File: src/hw/rtl/psc_pkg.sv
package psc_pkg;

    localparam int COUNT_W  = 16;
    localparam int SPEED_W  = 32;
    localparam int GAIN_W   = 16;
    localparam int MULT_W   = 8;
    localparam int SCALE_W  = 16;
    localparam int LIMIT_W  = 47;
    localparam int K_W      = GAIN_W + MULT_W;      // gain times multiplier
    localparam int DIFF_W   = SPEED_W + 1;          // error difference
    localparam int MA_W     = DIFF_W;               // multiplier operand A, signed
    localparam int MB_W     = K_W + 1;              // multiplier operand B, signed
    localparam int PROD_W   = MA_W + MB_W;
    localparam int SUM_W    = PROD_W + 1;
    localparam int INTEG_W  = 48;
    localparam int DRIVE_W  = 48;
    localparam int CFG_IDX_W  = 3;
    localparam int CFG_DATA_W = LIMIT_W;

    localparam logic [CFG_IDX_W-1:0] REG_SET_SPEED  = 3'd0;
    localparam logic [CFG_IDX_W-1:0] REG_PROP_GAIN  = 3'd1;
    localparam logic [CFG_IDX_W-1:0] REG_INTEG_GAIN = 3'd2;
    localparam logic [CFG_IDX_W-1:0] REG_DERIV_GAIN = 3'd3;
    localparam logic [CFG_IDX_W-1:0] REG_GAIN_MULT  = 3'd4;
    localparam logic [CFG_IDX_W-1:0] REG_SPEED_SCALE = 3'd5;
    localparam logic [CFG_IDX_W-1:0] REG_INTEG_LIMIT = 3'd6;

    localparam logic signed [SPEED_W-1:0] RST_SET_SPEED   = '0;
    localparam logic [GAIN_W-1:0]         RST_PROP_GAIN   = 16'd1000;
    localparam logic [GAIN_W-1:0]         RST_INTEG_GAIN  = 16'd400;
    localparam logic [GAIN_W-1:0]         RST_DERIV_GAIN  = 16'd0;
    localparam logic [MULT_W-1:0]         RST_GAIN_MULT   = 8'd10;
    localparam logic [SCALE_W-1:0]        RST_SPEED_SCALE = 16'd32768;
    localparam logic [LIMIT_W-1:0]        RST_INTEG_LIMIT = 47'd1099511627776;

    typedef struct packed {
        logic signed [SPEED_W-1:0] set_speed;
        logic [GAIN_W-1:0]         prop_gain;
        logic [GAIN_W-1:0]         integ_gain;
        logic [GAIN_W-1:0]         deriv_gain;
        logic [MULT_W-1:0]         gain_mult;
        logic [SCALE_W-1:0]        speed_scale;
        logic [LIMIT_W-1:0]        integ_limit;
    } t_cfg;

    // one datapath step per cycle; the output step can wait on the output register
    typedef enum logic [3:0] {
        OP_NONE,
        OP_SPEED,   // prod = count * scale
        OP_ERR,     // err = sat(set - speed); prod = kp
        OP_P,       // prod = err * kp; diff = err - prev
        OP_KD,      // sum = P; prod = kd
        OP_D,       // prod = diff * kd
        OP_KI,      // sum += D; prod = ki
        OP_I,       // prod = err * ki; prev = err
        OP_INTEG,   // integrator update with clamp
        OP_OUT      // final sum, saturate, load output
    } t_op;

    typedef struct packed {
        logic load;
        t_op  op;
    } t_dp_cmd;

    typedef struct packed {
        logic out_free;
    } t_dp_status;

endpackage

File: src/hw/rtl/psc_regs.sv
module psc_regs (
    input  logic                              i_clk,
    input  logic                              i_rst_n,
    input  logic                              i_cfg_we,
    input  logic [psc_pkg::CFG_IDX_W-1:0]     i_cfg_index,
    input  logic [psc_pkg::CFG_DATA_W-1:0]    i_cfg_data,
    output psc_pkg::t_cfg                     o_cfg
);
    import psc_pkg::*;

    t_cfg r_cfg;

    always_ff @(posedge i_clk) begin
        if (!i_rst_n) begin
            r_cfg.set_speed   <= RST_SET_SPEED;
            r_cfg.prop_gain   <= RST_PROP_GAIN;
            r_cfg.integ_gain  <= RST_INTEG_GAIN;
            r_cfg.deriv_gain  <= RST_DERIV_GAIN;
            r_cfg.gain_mult   <= RST_GAIN_MULT;
            r_cfg.speed_scale <= RST_SPEED_SCALE;
            r_cfg.integ_limit <= RST_INTEG_LIMIT;
        end else if (i_cfg_we) begin
            case (i_cfg_index)
                REG_SET_SPEED:   r_cfg.set_speed   <= $signed(i_cfg_data[SPEED_W-1:0]);
                REG_PROP_GAIN:   r_cfg.prop_gain   <= i_cfg_data[GAIN_W-1:0];
                REG_INTEG_GAIN:  r_cfg.integ_gain  <= i_cfg_data[GAIN_W-1:0];
                REG_DERIV_GAIN:  r_cfg.deriv_gain  <= i_cfg_data[GAIN_W-1:0];
                REG_GAIN_MULT:   r_cfg.gain_mult   <= i_cfg_data[MULT_W-1:0];
                REG_SPEED_SCALE: r_cfg.speed_scale <= i_cfg_data[SCALE_W-1:0];
                REG_INTEG_LIMIT: r_cfg.integ_limit <= i_cfg_data[LIMIT_W-1:0];
                default: ;
            endcase
        end
    end

    assign o_cfg = r_cfg;

endmodule

File: config.mk
export PLATFORM = sky130hd
export DESIGN_NAME = psc_regs
export DESIGN_NICKNAME = d
export VERILOG_FILES = /design/src/hw/rtl/psc_pkg.sv /design/src/hw/rtl/psc_regs.sv
export SDC_FILE = /design/constraint.sdc
export NUM_CORES = 1
export LEC_CHECK = 0
export BUFFER_PORTS_ARGS = -buffer_cell sky130_fd_sc_hd__buf_2
export CAP_MARGIN = 20
export CORE_MARGIN = 1
export CORE_UTILIZATION = 45
export CTS_BUF_LIST = sky130_fd_sc_hd__clkbuf_8
export DETAILED_ROUTE_END_ITERATION = 8
export PLACE_DENSITY = 0.73
export SLEW_MARGIN = 15
export SYNTH_ARGS = -nofsm -noshare
export SYNTH_HDL_FRONTEND = slang
export SYNTH_SLANG_ARGS = --single-unit
File: constraint.sdc
create_clock -name i_clk -period 2.4 [get_ports i_clk]
set_clock_uncertainty 0.15 [all_clocks]
set_input_delay 0.48 -clock i_clk [delete_from_list [all_inputs] [get_ports i_clk]]
set_output_delay 0.48 -clock i_clk [all_outputs]
set_load 0.03 [all_outputs]
==> results of run 1 <==
-- Yosys cell counts (all sizes together) --
library cell	count
nor4b	1
and4bb	1
buf	28
nand2	184
nor2b	23
clkbuf	13
nand4b	3
and4b	1
mux2i	151
dfxtp	151
nand4bb	2
-- per-layer routing --
layer / vias to the layer above / track usage (%) / part of all wire [%]
met2: 154 / 38.1 / 48
met3: 25 / 6.96 / 6.7
met5: - / 0 / 0
li1: 2218 / - / -
met1: 2126 / 25.2 / 43
met4: 0 / 9.26 / 2.5
-- how the worst max path moves through the flow --
stage,depth (start not counted),slack [ns],end,from
finish,1,0.76,o_cfg[103],o_cfg[103]$_SDFFE_PN0P_
global route,1,0.71,o_cfg[103],o_cfg[103]$_SDFFE_PN0P_
CTS,1,0.72,o_cfg[103],o_cfg[103]$_SDFFE_PN0P_
detailed placement,4,0.62,o_cfg[140]$_SDFFE_PN0P_,i_cfg_index[0]
global placement,4,0.68,o_cfg[133]$_SDFFE_PN0P_,i_cfg_index[0]
floorplan,3,0.88,o_cfg[119]$_SDFFE_PN0P_,i_cfg_index[0]
-- stage by stage --
step | area, um^2 | worst slack [ns] | hold WS, ns | instances
final | 7240 | 0.758 | 0.128 | 934
after global routing | 7240 | 0.713 | 0.121 | 934
after CTS | 7240 | 0.722 | 0.0973 | 934
after detailed placement | 6840 | 0.616 | 0.295 | 902
after global placement | 6840 | 0.682 | 0.290 | 902
after floorplan | 5720 | 0.881 | 0.429 | 558
-- cell usage in the layout (no fill, tap or decap) --
cell type,n
nor2b_1,23
clkbuf_8,20
buf_4,11
buf_12,3
and4bb_1,1
mux2i_1,151
bufinv_16,2
buf_2,202
clkinv_2,1
inv_6,3
inv_1,3
nor4b_4,1
and4b_2,1
nand2_1,184
clkinv_4,1
nand4b_1,3
buf_6,1
clkinvlp_4,2
nand4bb_1,2
dfxtp_1,151
-- area by class of cell --
class                      instances  share of cell area [%]
sequential                       151                    41.7
multi-input combinational        366                    33.7
timing repair buffer             217                    16.1
clock buffer                      20                    3.80
tap                              168                    2.90
clock inverter                    12                    1.74
-- worst reg2reg max path: cells and delay by family (launching register included) --
| kind | cells | cell delay [ns] |
|---|---|---|
| flip-flops | 1 | 0.32 |
| multiplexers | 1 | 0.08 |
| AND/OR/NAND/NOR | 1 | 0.12 |
-- power breakdown --
part,switching [mW],internal (mW)
combinational,0.302,0.155
sequential,0.0278,2.56
clock,0.919,1.01
-- logic make-up (layout without fill, tap and decap cells) --
group / Yosys count / after routing
buffers and inverters: 41 / 249
flip-flops: 151 / 151
multiplexers: 151 / 151
AND/OR/NAND/NOR: 215 / 215
==> flow_summary.json, run 1 <==
{
  "end_kind": "output port",
  "hold_viol": 0,
  "cts-resized-gates": 0,
  "gp_congestion": 0.790,
  "r2r_cells": 2,
  "syn_area_um2": 5720,
  "final.period_utilization_pct": 68.4,
  "cts_buffers": 17,
  "dieArea_um2": 13200,
  "path_class": "reg -> out",
  "final_layout_size_suffix_gt1_share_pct": 32.4,
  "postSynthAreaPerCell_um2": 10.3,
  "synthTopCellsByArea": "dfxtp_1 (53%), mux2i_1 (26%), nand2_1 (12%), nor2b_1 (2.5%), buf_6 (1.6%)",
  "regArea_um2": 3020,
  "synth_compound_area_share_pct": 0,
  "insertion_delay_ns": 0.42,
  "cts.sinks": 151,
  "rr_endpoint": "o_cfg[112]$_SDFFE_PN1P_",
  "drc": 0,
  "hold_start": "i_cfg_data[46]",
  "grt_pass1_wl_mm": 22.2,
  "largest_reg_flops": 151,
  "setup_viol": 0,
  "fmax_mhz": 609,
  "nets": 806,
  "power_density_nw_per_um2": 686,
  "critPathTopFamily": "flip-flops",
  "clkTransAtPathRegs_ns": 0.08,
  "crit_slowest_cell": "dfxtp_1",
  "yosysUniqueCellTypes": 13,
  "post_cts.repair.setup_buffers": 0,
  "grt_overflow_total": 0,
  "vias": 4523,
  "synth_largest_area_cell": "dfxtp_1",
  "cp_num_buf_inv": 1,
  "htreeDepth": 4,
  "diodes": 0,
  "relSlewSlack_pct": 76.2,
  "hold_class": "in -> reg",
  "cp.arrival_ns": 1.01,
  "ios": 204,
  "rsz0062_at_grt": "no",
  "synth_top_family_by_area": "multiplexers",
  "power_mw": 4.97,
  "syn2layout_area_growth_pct": 26.5,
  "grt_pass1_vias": 4486,
  "peakVddDrop_uv": 303,
  "synth_xor_area_share_pct": 0,
  "antenna_found_initial": 0,
  "worst_slew_pin_slew_ns": 0.357,
  "die_x_um": 115,
  "fin_util_pct": 59.3,
  "muxShareOfSynthArea_pct": 26.4,
  "synth_cells": 558,
  "slew_violations": 0,
  "syn_nets": 611,
  "fillCellCount": 1050,
  "power_leakage_nw": 3.65,
  "multiInputGateArea_um2": 2440,
  "clockBufferDepth": 2,
  "initial_utilization_pct": 46.9,
  "synthSimpleGateAreaFrac_pct": 16.3,
  "drt.antenna.violating_nets": 0,
  "rows": 40,
  "cts_tree": "built",
  "path_cells": "buf_2",
  "rrSetupSlack_ns": 1.61,
  "port_buffers": 203,
  "routedWlPerCell_um": 15.1,
  "min_delay_worst_endpoint": "o_cfg[46]$_SDFFE_PN0P_",
  "routed_via_density": 4.84,
  "ys_warn_count": 0,
  "crit_path_start_kind": "flop",
  "period_needed_ns": 1.64,
  "first_iter_violations": 249,
  "core_area_um2": 12200,
  "crit_fanout": 2,
  "cap_violations": 0,
  "wirelength_mm": 14.1,
  "worst_path_largest_cell_delay_ns": 0.37,
  "reg2reg_from": "o_cfg[112]$_SDFFE_PN1P_",
  "grt_max_degree": 55,
  "synthAdderAreaFrac_pct": 0,
  "required_ns": 1.77,
  "dr.pass1.iters": 4,
  "root_buffer": "clkbuf_8",
  "yosysTopAreaCellShare_pct": 52.8,
  "die_h_um": 115,
  "worstHoldPathCells": 3,
  "ys_seq_area_share_pct": 52.8,
  "cts_hold_buf": 0,
  "status": "finished, final reports clean",
  "dp_hpwl_mm": 10.1,
  "ys_ff_latch": 151,
  "tns_ns": 0,
  "grt_usage_pct": 22.0
}
No activity file was read; power rests on OpenSTA's default activity.
==> run 2: changes to the inputs <==
- ABC_AREA: unset -> 1
- clock period: 2.4 -> 1.6 ns (I/O delays scaled with it)
==> flow_summary.json, run 2 <==
{
  "status": "finished, final reports clean",
  "reg2reg_from": "o_cfg[97]$_SDFFE_PN0P_",
  "worst_path_largest_cell_delay_ns": 0.38,
  "clkTransAtPathRegs_ns": 0.09,
  "syn2layout_area_growth_pct": 32.1,
  "die_h_um": 118,
  "seqPwrFrac_pct": 46.5,
  "end_kind": "output port",
  "grt_pass1_wl_mm": 28.1,
  "insertion_delay_ns": 0.45,
  "diodes": 0,
  "tns_ns": 0,
  "final_layout_size_suffix_gt1_share_pct": 25.4,
  "grt_overflow_total": 0,
  "multiInputGateArea_um2": 2540,
  "synth_compound_area_share_pct": 0.166,
  "core_area_um2": 12800,
  "initial_utilization_pct": 46.9,
  "antenna_found_initial": 0,
  "grt_max_degree": 56,
  "routedWlPerCell_um": 14.0,
  "fillCellCount": 1226,
  "rsz0062_at_grt": "no",
  "synthTopCellsByArea": "dfxtp_1 (50%), nor2_1 (17%), nand3_1 (13%), nand2_1 (11%), inv_1 (3.1%)",
  "slew_violations": 0,
  "p_int_mw": 6.20,
  "dp_hpwl_mm": 11.6,
  "setup_viol": 0,
  "vias": 6130,
  "hold_class": "in -> reg",
  "p_clk_share_pct": 39.6,
  "first_iter_violations": 382,
  "port_buffers": 203,
  "cp_num_buf_inv": 1,
  "r2r_cells": 2,
  "die_x_um": 118,
  "pwr-share-comb_pct": 14.0,
  "ys_seq_area_share_pct": 50.3,
  "post_cts.repair.setup_buffers": 0,
  "clockBufferDepth": 2,
  "synth_cells": 870,
  "crit_fanout": 2,
  "cts.sinks": 151,
  "nets": 1126,
  "rows": 41,
  "ys_warn_count": 0,
  "layout_common_cells": "nor2_1 (277), buf_2 (202), nand2_1 (170)",
  "grt_usage_pct": 25.8,
  "peakVddDrop_uv": 585,
  "drt.antenna.violating_nets": 0,
  "ys_ff_latch": 151,
  "routed_via_density": 4.87,
  "largest_reg_flops": 151,
  "gp_congestion": 0.807,
  "dr.pass1.iters": 5,
  "cts_tree": "built",
  "worstHoldPathCells": 5,
  "cts-resized-gates": 0,
  "synth_edf_count": 0,
  "yosysTopAreaCellShare_pct": 50.3,
  "crit_slowest_cell": "dfxtp_1",
  "synthSimpleGateAreaFrac_pct": 41.6,
  "required_ns": 1.13,
  "synth_top_flop_cell": "dfxtp_1",
  "ios": 204,
  "regArea_um2": 3020,
  "synth_largest_area_cell": "dfxtp_1",
  "synth_xor_area_share_pct": 0,
  "drc": 0,
  "cap_violations": 0,
  "async_reset_ff_share_pct": 0,
  "path_class": "reg -> out",
  "dieArea_um2": 13800,
  "fmax_mhz": 655,
  "hold_start": "i_cfg_data[43]",
  "power_density_nw_per_um2": 1070,
  "htreeDepth": 4,
  "cts_buffers": 17,
  "syn_nets": 923,
  "period_needed_ns": 1.53,
  "critPathTopFamily": "flip-flops",
  "synth.most_common_cell": "nor2_1",
  "path_cells": "buf_2",
  "relSlewSlack_pct": 73.6,
  "cp.arrival_ns": 1.06,
  "synth_common_cells": "nor2_1 (280), nand2_1 (170), dfxtp_1 (151), nand3_1 (151), inv_1 (49)",
  "p_sw_mw": 2.31,
  "wirelength_mm": 17.6,
  "hold_viol": 0,
  "grt_pass1_vias": 5542,
  "power_leakage_nw": 4.02,
  "synthAdderAreaFrac_pct": 0,
  "muxShareOfSynthArea_pct": 0,
  "netSwitchingFraction_pct": 27.1,
  "crit_path_start_kind": "flop",
  "holdWs_ns": 0.0299,
  "rr_endpoint": "o_cfg[97]$_SDFFE_PN0P_",
  "syn_area_um2": 6010,
  "rrSetupSlack_ns": 0.84,
  "synth_top_family_by_area": "simple AND/OR/NAND/NOR gates",
  "postSynthAreaPerCell_um2": 6.91,
  "min_delay_worst_endpoint": "o_cfg[43]$_SDFFE_PN0P_",
  "root_buffer": "clkbuf_8",
  "final.period_utilization_pct": 95.4,
  "final_common_cell": "nor2_1",
  "worst_slew_pin_slew_ns": 0.395,
  "yosysUniqueCellTypes": 14
}
[run 2: changes by cell type in the layout (fill, tap and decap cells not counted), sizes merged, moves of 3 or more]
cell / change
mux2i: -151
nor2: +287
clkinv: +3
bufinv: +3
nand3: +151
inv: +46
nand4b: -3
buf: +13
nor2b: -23
dlygate4sd3: +10
nand2: -13
[run 2: timing repair]
item,4_1_cts,5_1_grt
hold buffers,10,0
endpoints found under the hold margin,13,0
setup endpoints to repair,0,0
[run 2: power by group through the flow]
| stage | clock, mW | combinational (mW) | sequential (mW) |
|---|---|---|---|
| 2_1_floorplan | 0 | 0.488 | 4.30 |
| 3_3_place_gp | 0 | 1.16 | 4.04 |
| 3_5_place_dp | 0 | 1.17 | 4.04 |
| 4_1_cts | 3.42 | 1.19 | 3.95 |
| 5_1_grt | 3.59 | 1.29 | 3.97 |
| 6_report | 3.36 | 1.19 | 3.95 |
[run 2: per-stage QoR]
stage	setup WS (ns)	power [mW]	cells	instance area, um^2	utilization (%)
floorplan	0.327	4.79	870	6010	-
global placement	0.141	5.20	1216	7380	57.5
detailed placement	0.106	5.21	1216	7380	57.5
CTS	0.0615	8.56	1258	7940	61.9
global route	0.0372	8.85	1258	7940	61.9
finish	0.0732	8.50	1258	7940	61.9
[run 2: worst max path at each step]
stage	startpoint	end	depth (start not counted)
floorplan	i_cfg_index[0]	o_cfg[129]$_SDFFE_PN0P_	6
finish	o_cfg[63]$_SDFFE_PN0P_	o_cfg[63]	1
CTS	o_cfg[57]$_SDFFE_PN0P_	o_cfg[57]	1
detailed placement	i_cfg_index[2]	o_cfg[66]$_SDFFE_PN1P_	7
global route	o_cfg[71]$_SDFFE_PN0P_	o_cfg[71]	1
global placement	i_cfg_we	o_cfg[135]$_SDFFE_PN0P_	7
[run 2: worst register-to-register path, delay by kind of cell (launching register included)]
| kind | cells | cell delay, ns |
|---|---|---|
| DFF | 1 | 0.32 |
| and+or+nand+nor | 2 | 0.19 |
[run 2: layout make-up]
class	instances	area share, %
clock inverters	13	2.54
repair buffers	240	19.0
flip-flops and latches	151	38.1
multi-input cells	611	31.9
well taps	172	2.71
inverters	52	2.46
clock buffers	19	3.29
[run 2: routing by layer]
| metal | vias up | wire length [um] | track usage (%) |
|---|---|---|---|
| met3 | 17 | 1330 | 6.49 |
| li1 | 3090 | - | - |
| met5 | - | 0 | 0 |
| met4 | 0 | 214 | 8.57 |
| met1 | 2794 | 7710 | 31.9 |
| met2 | 229 | 8390 | 43.6 |
[run 2: kinds of logic (layout without fill, tap and decap cells)]
group / count (synthesis) / after routing
flops: 151 / 151
simple gates: 609 / 609
compound gates: 2 / 2
buf+inv: 108 / 324
