<file path="src/hw/rtl/psc_pkg.sv">
package psc_pkg;

    localparam int COUNT_W  = 16;
    localparam int SPEED_W  = 32;
    localparam int GAIN_W   = 16;
    localparam int MULT_W   = 8;
    localparam int SCALE_W  = 16;
    localparam int LIMIT_W  = 47;
    localparam int K_W      = GAIN_W + MULT_W;      // gain times multiplier
    localparam int DIFF_W   = SPEED_W + 1;          // error difference
    localparam int MA_W     = DIFF_W;               // multiplier operand A, signed
    localparam int MB_W     = K_W + 1;              // multiplier operand B, signed
    localparam int PROD_W   = MA_W + MB_W;
    localparam int SUM_W    = PROD_W + 1;
    localparam int INTEG_W  = 48;
    localparam int DRIVE_W  = 48;
    localparam int CFG_IDX_W  = 3;
    localparam int CFG_DATA_W = LIMIT_W;

    localparam logic [CFG_IDX_W-1:0] REG_SET_SPEED  = 3'd0;
    localparam logic [CFG_IDX_W-1:0] REG_PROP_GAIN  = 3'd1;
    localparam logic [CFG_IDX_W-1:0] REG_INTEG_GAIN = 3'd2;
    localparam logic [CFG_IDX_W-1:0] REG_DERIV_GAIN = 3'd3;
    localparam logic [CFG_IDX_W-1:0] REG_GAIN_MULT  = 3'd4;
    localparam logic [CFG_IDX_W-1:0] REG_SPEED_SCALE = 3'd5;
    localparam logic [CFG_IDX_W-1:0] REG_INTEG_LIMIT = 3'd6;

    localparam logic signed [SPEED_W-1:0] RST_SET_SPEED   = '0;
    localparam logic [GAIN_W-1:0]         RST_PROP_GAIN   = 16'd1000;
    localparam logic [GAIN_W-1:0]         RST_INTEG_GAIN  = 16'd400;
    localparam logic [GAIN_W-1:0]         RST_DERIV_GAIN  = 16'd0;
    localparam logic [MULT_W-1:0]         RST_GAIN_MULT   = 8'd10;
    localparam logic [SCALE_W-1:0]        RST_SPEED_SCALE = 16'd32768;
    localparam logic [LIMIT_W-1:0]        RST_INTEG_LIMIT = 47'd1099511627776;

    typedef struct packed {
        logic signed [SPEED_W-1:0] set_speed;
        logic [GAIN_W-1:0]         prop_gain;
        logic [GAIN_W-1:0]         integ_gain;
        logic [GAIN_W-1:0]         deriv_gain;
        logic [MULT_W-1:0]         gain_mult;
        logic [SCALE_W-1:0]        speed_scale;
        logic [LIMIT_W-1:0]        integ_limit;
    } t_cfg;

    // one datapath step per cycle; the output step can wait on the output register
    typedef enum logic [3:0] {
        OP_NONE,
        OP_SPEED,   // prod = count * scale
        OP_ERR,     // err = sat(set - speed); prod = kp
        OP_P,       // prod = err * kp; diff = err - prev
        OP_KD,      // sum = P; prod = kd
        OP_D,       // prod = diff * kd
        OP_KI,      // sum += D; prod = ki
        OP_I,       // prod = err * ki; prev = err
        OP_INTEG,   // integrator update with clamp
        OP_OUT      // final sum, saturate, load output
    } t_op;

    typedef struct packed {
        logic load;
        t_op  op;
    } t_dp_cmd;

    typedef struct packed {
        logic out_free;
    } t_dp_status;

endpackage

</file>
<file path="src/hw/rtl/psc_ctrl.sv">
module psc_ctrl (
    input  logic                  i_clk,
    input  logic                  i_rst_n,
    input  logic                  i_in_valid,
    output logic                  o_in_ready,
    input  psc_pkg::t_dp_status   i_status,
    output psc_pkg::t_dp_cmd      o_cmd
);
    import psc_pkg::*;

    typedef enum logic [3:0] {
        ST_IDLE, ST_SPEED, ST_ERR, ST_P, ST_KD, ST_D, ST_KI, ST_I, ST_INTEG, ST_OUT
    } t_state;

    t_state r_state;
    t_op    r_op;
    logic   r_ready;

    always_ff @(posedge i_clk) begin
        if (!i_rst_n) begin
            r_state <= ST_IDLE;
            r_op    <= OP_NONE;
            r_ready <= 1'b1;
        end else begin
            case (r_state)
                ST_IDLE: begin
                    if (i_in_valid) begin
                        r_state <= ST_SPEED;
                        r_op    <= OP_SPEED;
                        r_ready <= 1'b0;
                    end
                end
                ST_SPEED: begin
                    r_state <= ST_ERR;
                    r_op    <= OP_ERR;
                end
                ST_ERR: begin
                    r_state <= ST_P;
                    r_op    <= OP_P;
                end
                ST_P: begin
                    r_state <= ST_KD;
                    r_op    <= OP_KD;
                end
                ST_KD: begin
                    r_state <= ST_D;
                    r_op    <= OP_D;
                end
                ST_D: begin
                    r_state <= ST_KI;
                    r_op    <= OP_KI;
                end
                ST_KI: begin
                    r_state <= ST_I;
                    r_op    <= OP_I;
                end
                ST_I: begin
                    r_state <= ST_INTEG;
                    r_op    <= OP_INTEG;
                end
                ST_INTEG: begin
                    r_state <= ST_OUT;
                    r_op    <= OP_OUT;
                end
                ST_OUT: begin
                    // hold until the output register can take the result
                    if (i_status.out_free) begin
                        r_state <= ST_IDLE;
                        r_op    <= OP_NONE;
                        r_ready <= 1'b1;
                    end
                end
                default: begin
                    r_state <= ST_IDLE;
                    r_op    <= OP_NONE;
                    r_ready <= 1'b1;
                end
            endcase
        end
    end

    assign o_in_ready = r_ready;
    assign o_cmd.load = i_in_valid && r_ready;
    assign o_cmd.op   = r_op;

endmodule

</file>
<file path="config.mk">
export PLATFORM = sky130hd
export DESIGN_NAME = psc_ctrl
export DESIGN_NICKNAME = d
export VERILOG_FILES = /design/src/hw/rtl/psc_pkg.sv /design/src/hw/rtl/psc_ctrl.sv
export SDC_FILE = /design/constraint.sdc
export NUM_CORES = 1
export LEC_CHECK = 0
export ABC_AREA = 1
export ABC_CLOCK_PERIOD_IN_PS = 1200
export BUFFER_PORTS_ARGS = -buffer_cell sky130_fd_sc_hd__buf_2
export CAP_MARGIN = 20
export CORE_AREA = 2 2 39 41
export DETAILED_ROUTE_END_ITERATION = 12
export DIE_AREA = 0 0 41 43
export GPL_TIMING_DRIVEN = 0
export PLACE_DENSITY = 0.5
export SYNTH_ARGS = -nofsm -noshare
export SYNTH_HDL_FRONTEND = slang
export SYNTH_SLANG_ARGS = --single-unit
</file>
<file path="constraint.sdc">
create_clock -name i_clk -period 1.2 [get_ports i_clk]
set_input_delay 0.12 -clock i_clk [delete_from_list [all_inputs] [get_ports i_clk]]
set_output_delay 0.12 -clock i_clk [all_outputs]
set_load 0.005 [all_outputs]
</file>
==> reports/results.txt, run 1 <==
1st-pass router iterations: 4
DR iter-0 viols: 3
Final ANT Viol Nets: 0
CP top delay family: flip-flops
Leakage Power: 0.204 nW
Outcome: finished clean
Slew HR: 84.2%
Worst-path maximum fanout: 5
Pin count of the biggest net entering global routing: 7
Slowest CP cell: dfxtp_1
Clock Path Buffers: 2
Routed WL: 570 µm
Vias per cell: 4.10
Nets: 59
Setup violators final: 0
Cell-by-cell trace of the critical path: inv_2 -> nand2_1 -> o21ai_0 -> nor2_1 -> nor2_2
Syn avg cell area: 7.29 µm²
Max Slew Vio Count: 0
Final Hold Fails: 0
Critical Path Max Stage Delay: 430 ps
Placed cell area: 364 µm²
CP endpoint kind: flip-flop
Skew final: 2.78 ps
Worst hold slack: 108 ps
Tcrit/Tclk final: 83.0%
Antenna fix cells: 0
Fin area: 390 µm²
Total GRT Usage: 8.23%
IO Pins: 10
Row count: 14
Worst slew pin tran: 237 ps
Pwr Density: 1860 nW/µm²
DR WL/cell: 8.14 µm
Detail Placement HPWL: 458 µm
Syn_nets: 45
Cell Area, Synth: 299 µm²
RSZ-0062 raised after global routing: no
Worst IR Drop VDD: 0.466 mV
Grt ovf: 0
Die area: 1760 µm²
#FFs+latches synth: 5
I/O Buffers: 9
Area Growth Syn to Fin: 30.5%
DRC violations left: 0
Post-layout util: 28.2%
PostCTS Resize Cnt: 0
First-pass GRT wire length: 917 µm
Gp weighted congestion: 0.692
Fraction of layout cells with a size suffix above 1: 38.9%
Chip Width: 41 µm
H-tree levels: 1
Post-route setup TNS: 0 ps
# clock sinks: 5
Cts hold-fix bufs: 0
CTS tree: done
Initial antenna violation count: 0
Critical Path RT: 1330 ps
Total number of vias: 287
F_max: 1000 MHz
Vias in the first global route: 244
Non-filler cells, final: 70
Later-pin clock latency in the skew report: 240 ps
Total chip power: 726 µW
Ys Warns: 0
Clk root buf: clkbuf_4
CP arrival: 1130 ps
DIE HEIGHT: 43 µm
Tmin final: 996 ps
CORE AREA: 1380 µm²
Max Cap Violations: 0
Clock slew at reported path FFs: 40 ps
Share of the yosys chip area belonging to registers: 33.5%
Cts bufs inserted: 3
PnR worst setup slack: 204 ps
Hold Path Class: input port to flip-flop
Setup Slack @ Placement: 200 ps
Cell variety after synth: 16
Starting Density: 21.6%
WP buf/inv: 1
Kind of critical path: flip-flop to flip-flop
Post-CTS setup buffers: 0
Cell count after synthesis: 41
Placed instance count: 66
Crit path launch type: flip-flop
-- area by class of cell --
type / instances / area [µm²]
repair buffers: 9 / 45.0
multi-input cells: 27 / 165
well taps: 16 / 20.0
fillers: 154 / 993
inverters: 9 / 33.8
flip-flops and latches: 5 / 100
clock buffers: 4 / 26.3
-- cell families (layout without fill, tap and decap cells) --
logic type	Yosys count	count (layout)	synth area share, %
and+or+nand+nor	23	23	47.7
buffers and inverters	9	22	11.3
DFF	5	5	33.5
AOI/OAI and AO/OA	4	4	7.53
-- Yosys cell counts --
cell | count | area share, %
inv_1 | 8 | 10
nand2_1 | 7 | 8.8
dfxtp_1 | 5 | 33
nand3_1 | 3 | 5.0
nor2_1 | 3 | 3.8
nor2_2 | 3 | 6.3
a21oi_1 | 2 | 3.3
nor2_4 | 2 | 7.5
a211oi_1 | 1 | 2.5
inv_2 | 1 | 1.3
nand2_2 | 1 | 2.1
nand3_2 | 1 | 3.3
nand3b_4 | 1 | 6.7
nand4_1 | 1 | 2.1
nor4_1 | 1 | 2.1
o21ai_0 | 1 | 1.7
-- report_power, final --
| part | total [mW] | switching, mW | internal (mW) |
|---|---|---|---|
| Combinational | 0.269 | 0.153 | 0.115 |
| Sequential | 0.264 | 0.0574 | 0.207 |
| Clock | 0.193 | 0.0678 | 0.126 |
| Total | 0.726 | 0.278 | 0.448 |
-- metal layers --
layer	routed length, µm	global-route usage, %	up-vias
met3	33	1.57	2
met1	265	9.65	118
li1	-	-	156
met4	18	10.0	0
met5	0	0	-
met2	253	10.6	11
-- cells in the final DEF, fill, tap and decap left out --
master	synthesis	layout
nand3_2	1	1
nand3_1	3	3
a211oi_1	1	1
dfxtp_1	5	5
inv_2	1	1
nand3b_4	1	1
buf_2	0	9
nand2_2	1	1
nor4_1	1	1
nor2_1	3	3
o21ai_0	1	1
nand4_1	1	1
nor2_2	3	3
nand2_1	7	7
clkbuf_4	0	3
a21oi_1	2	2
inv_1	8	8
clkbuf_1	0	1
nor2_4	2	2
-- final timing paths --
path / startpoint / to / slack, ps / cells past startpoint
max reg2reg: r_op[3]$_SDFFE_PN0P_ / r_op[3]$_SDFFE_PN0P_ / 200 / 5
min: i_rst_n / o_in_ready$_SDFFE_PN1P_ / 110 / 2
min reg2reg: o_in_ready$_SDFFE_PN1P_ / o_in_ready$_SDFFE_PN1P_ / 490 / 2
max: r_op[3]$_SDFFE_PN0P_ / r_op[3]$_SDFFE_PN0P_ / 200 / 5
-- state kept, by name, indices dropped and copies added, names as in the netlist --
| register | flops |
|---|---|
| o_in_ready | 1 |
| r_op | 4 |
(Power assumes the default switching activity.)
==> run 2, diff against run 1 <==
ABC_CLOCK_PERIOD_IN_PS = 1000   (was 1200)
clock period = 1 ns   (was 1.2 ns; I/O delays follow)
==> run 2 against run 1 <==
Compared with the run above:
- combinational power grew 25%
- final cell count is the same
- hold slack lost 9.0 ps
- largest power group unchanged
- highest routed layer unchanged
==> reports/results.txt, run 2 (synthesis gave the netlist of run 1 again) <==
Later-pin clock latency in the skew report: 240 ps
R2R cell count: 6
Total number of vias: 289
Nets: 59
Non-filler cells, final: 70
Vias per cell: 4.13
Clock power frac: 25.8%
CP endpoint kind: flip-flop
CTS tree: done
# clock sinks: 5
H-tree levels: 1
Routed WL: 561 µm
Clock slew at reported path FFs: 40 ps
Worst reg2reg path endpoint: r_op[0]$_SDFFE_PN0P_
Pin count of the biggest net entering global routing: 7
Placed cell area: 364 µm²
1st-pass router iterations: 4
Most frequent cells in the layout: 9 x buf_2, 7 x inv_1, 6 x nand2_1
Switching component of the power: 345 µW
F_max: 1040 MHz
PnR worst setup slack: 39.6 ps
Total chip power: 899 µW
Cts bufs inserted: 3
Chip Width: 41 µm
Starting Density: 21.6%
Pwr Density: 2220 nW/µm²
Slew HR: 85.4%
GRT Max-Usage Layer: met2
Clock Path Buffers: 2
Flop pwr share: 36.7%
Antenna fix cells: 0
Most common cell after layout, fill and taps aside: buf_2
Skew final: 2.34 ps
CORE AREA: 1380 µm²
Crit path to: r_op[0]$_SDFFE_PN0P_
Worst-path maximum fanout: 6
First-pass GRT wire length: 917 µm
Max Slew Vio Count: 0
Hold Path Class: input port to flip-flop
Post-layout util: 29.2%
Total GRT Usage: 8.23%
R2R Setup Slk: 40 ps
Post-route setup TNS: 0 ps
Worst IR Drop VDD: 0.596 mV
Final Hold Fails: 0
Pint: 555 µW
Max Cap Violations: 0
Fin area: 404 µm²
DR WL/cell: 8.01 µm
Final ANT Viol Nets: 0
IO Pins: 10
Leakage Power: 0.207 nW
Detail Placement HPWL: 458 µm
I/O Buffers: 9
GR met1 Demand/Resource: 9.65%
Tcrit/Tclk final: 96.0%
Placed instance count: 66
Vias in the first global route: 244
DR iter-0 viols: 6
Setup Slack @ Placement: 0.420 ps
Worst hold slack: 99.0 ps
Post-CTS setup buffers: 0
Die area: 1760 µm²
DRC violations left: 0
Crit path launch type: flip-flop
Outcome: finished clean
Setup violators final: 0
Area Growth Syn to Fin: 35.1%
Tmin final: 960 ps
Initial antenna violation count: 0
Gp weighted congestion: 0.692
RSZ-0062 raised after global routing: yes
Kind of critical path: flip-flop to flip-flop
Critical Path RT: 1140 ps
Fraction of layout cells with a size suffix above 1: 48.1%
DIE HEIGHT: 43 µm
Grt ovf: 0
Worst slew pin tran: 219 ps
RR Startpoint: r_op[0]$_SDFFE_PN0P_
Crit path from: r_op[0]$_SDFFE_PN0P_
Combinational cell fraction of total power: 37.5%
Biggest register: r_op
Grt met3 use: 1.57%
Max reg flops: 4
Grt met2 use: 10.6%
Row count: 14
Clk root buf: clkbuf_4
CP arrival: 1100 ps
Switching Fraction: 38.3%
run 2: worst min path at each step:
stage / startpoint / end / cells past startpoint / slack, ps
2_1_floorplan: i_rst_n / o_in_ready$_SDFFE_PN1P_ / 1 / 180
3_3_place_gp: i_rst_n / o_in_ready$_SDFFE_PN1P_ / 2 / 320
3_5_place_dp: i_rst_n / o_in_ready$_SDFFE_PN1P_ / 2 / 330
4_1_cts: i_rst_n / o_in_ready$_SDFFE_PN1P_ / 2 / 90
5_1_grt: i_rst_n / o_in_ready$_SDFFE_PN1P_ / 2 / 110
6_report: i_rst_n / o_in_ready$_SDFFE_PN1P_ / 2 / 100
run 2: per-layer routing:
layer | share of wire (%) | vias up
met2 | 45 | 9
li1 | - | 156
met3 | 5.5 | 2
met1 | 46 | 122
met5 | 0 | -
met4 | 3.2 | 0
run 2: repair_timing:
| action | 4_1_cts | 5_1_grt |
|---|---|---|
| pin swaps | 0 | 2 |
| resized for setup | 1 | 7 |
| hold buffers | 0 | 0 |
| setup endpoints to repair | 1 | 3 |
run 2: power by group through the flow:
stage | logic [mW] | clock network (mW) | registers, mW
after floorplan | 0.231 | 0 | 0.319
after CTS | 0.328 | 0.242 | 0.319
after global routing | 0.385 | 0.258 | 0.336
after detailed placement | 0.325 | 0 | 0.321
after global placement | 0.327 | 0 | 0.318
final | 0.337 | 0.232 | 0.330
run 2: final cells by class:
cell class              count  area [µm²]
inverters                   9        33.8
clock buffers               4        26.3
multi-input cells          27         173
repair buffers              9        45.0
well taps                  16        20.0
fillers                   151         980
flip-flops and latches      5         106
run 2: critical path, cell delays in order, from the launching register on:
cell and delay, ps:
dfxtp_4 360, nor2_4 200, nand3b_4 120, nand2_4 80, inv_2 30, nand2_1 50
inv_1 30
==> run 3, diff against run 2 <==
SETUP_SLACK_MARGIN = 0.3   (was default)
==> run 3 against run 2 <==
Compared with the run above:
- core utilization up 3.9 points
- wire length rose by 12%
- hold slack got worse by 7.3 ps
- critical endpoint unchanged
==> reports/results.txt, run 3 (synthesis gave the netlist of run 1 again) <==
Area Growth Syn to Fin: 53.1%
Clock power frac: 24.6%
Final Hold Fails: 0
Later-pin clock latency in the skew report: 250 ps
Outcome: finished clean
Most frequent cells in the layout: 6 x nand2_1, 6 x inv_1, 5 x buf_6, 4 x buf_2, 4 x dfxtp_4
Routed WL: 626 µm
DRC violations left: 0
Chip Width: 41 µm
Hold Path Class: input port to flip-flop
Worst slew pin tran: 214 ps
Nets: 59
Pin count of the biggest net entering global routing: 7
Critical Path RT: 1150 ps
DIE HEIGHT: 43 µm
Tcrit/Tclk final: 97.1%
Top Metal Used: met4
Switching component of the power: 378 µW
Slew HR: 85.6%
Worst-path maximum fanout: 6
# clock sinks: 5
Vias in the first global route: 256
Clock Path Buffers: 2
DR WL/cell: 8.94 µm
IO Pins: 10
Placed cell area: 374 µm²
Min-delay src: i_rst_n
Antenna fix cells: 0
Fin area: 458 µm²
CTS tree: done
CP top delay family: simple AND/OR/NAND/NOR gates
Slowest CP cell: dfxtp_4
Metal3 WL: 59 µm
M1 WL: 260 µm
Fraction of layout cells with a size suffix above 1: 55.6%
I/O Buffers: 9
Grt ovf: 0
Biggest register: r_op
Kind of critical path: flip-flop to flip-flop
First-pass GRT wire length: 1040 µm
Clk root buf: clkbuf_4
CP arrival: 1120 ps
Total number of vias: 295
Setup violators final: 0
Combinational cell fraction of total power: 40.1%
Gp weighted congestion: 0.710
Crit path from: r_op[0]$_SDFFE_PN0P_
Tmin final: 971 ps
Pint: 624 µW
WP buf/inv: 2
Critical Path Max Stage Delay: 360 ps
Vias per cell: 4.21
Post-route setup TNS: 0 ps
Total GRT Usage: 9.75%
RSZ-0062 raised after global routing: yes
Worst IR Drop VDD: 1.03 mV
Max reg flops: 4
Row count: 14
Detail Placement HPWL: 445 µm
Crit path launch type: flip-flop
Cts bufs inserted: 3
Switching Fraction: 37.7%
Placed instance count: 66
Skew final: 7.75 ps
F_max: 1030 MHz
CORE AREA: 1380 µm²
Pwr Density: 2190 nW/µm²
Max Slew Vio Count: 0
RR Startpoint: r_op[0]$_SDFFE_PN0P_
Starting Density: 21.6%
Initial antenna violation count: 0
CP endpoint kind: flip-flop
Cell-by-cell trace of the critical path: nor2_4 -> nand3b_4 -> nand2_4 -> inv_2 -> nand2_1 -> inv_1
Non-filler cells, final: 70
DR iter-0 viols: 6
1st-pass router iterations: 4
Final ANT Viol Nets: 0
Total chip power: 1.00 mW
H-tree levels: 1
Leakage Power: 0.216 nW
Met2 WL: 292 µm
Post-CTS setup buffers: 0
Clock slew at reported path FFs: 50 ps
Flop pwr share: 35.3%
Cts hold-fix bufs: 0
Max Cap Violations: 0
Die area: 1760 µm²
## run 3: routing by layer
layer  vias up  GRT usage, %
li1        154             -
met3         2          7.85
met2        11          11.3
met5         -             0
met1       128          11.0
met4         0          8.00
## run 3: power groups by stage
stage | sequential, mW | clock [mW] | combinational, mW
after floorplan | 0.332 | 0 | 0.239
after global placement | 0.332 | 0 | 0.335
after detailed placement | 0.335 | 0 | 0.332
after CTS | 0.349 | 0.254 | 0.362
after global routing | 0.363 | 0.276 | 0.458
final | 0.354 | 0.247 | 0.401
## run 3: what timing repair did
item                       CTS  global route
resized for setup            9             8
gates cloned                 0             0
pin swaps                    1             4
setup endpoints to repair   11            11
## run 3: path summary, 6_finish.rpt
| path | endpoint | slack (ps) | depth (start not counted) |
|---|---|---|---|
| hold / removal | o_in_ready$_SDFFE_PN1P_ | 90 | 2 |
| setup reg to reg | r_op[0]$_SDFFE_PN0P_ | 30 | 6 |
| setup / recovery | r_op[0]$_SDFFE_PN0P_ | 30 | 6 |
| hold reg to reg | r_op[1]$_SDFFE_PN0P_ | 480 | 1 |
## run 3: final cells by class
cell class | instances | area [µm²]
Inverter | 9 | 36.3
Sequential cell | 5 | 116
Clock buffer | 4 | 26.3
Multi-Input combinational cell | 27 | 183
Timing Repair Buffer | 9 | 76.3
Fill cell | 144 | 926
Tap cell | 16 | 20.0
## run 3: through the flow
step | util [%] | hold WS (ps) | setup slack, ps
floorplan | - | 184 | 104
global placement | 27.0 | 328 | 40.7
detailed placement | 27.0 | 331 | 48.6
CTS | 31.1 | 71.5 | 47.6
global route | 33.1 | 96.4 | -37.6
finish | 33.1 | 91.7 | 29.0
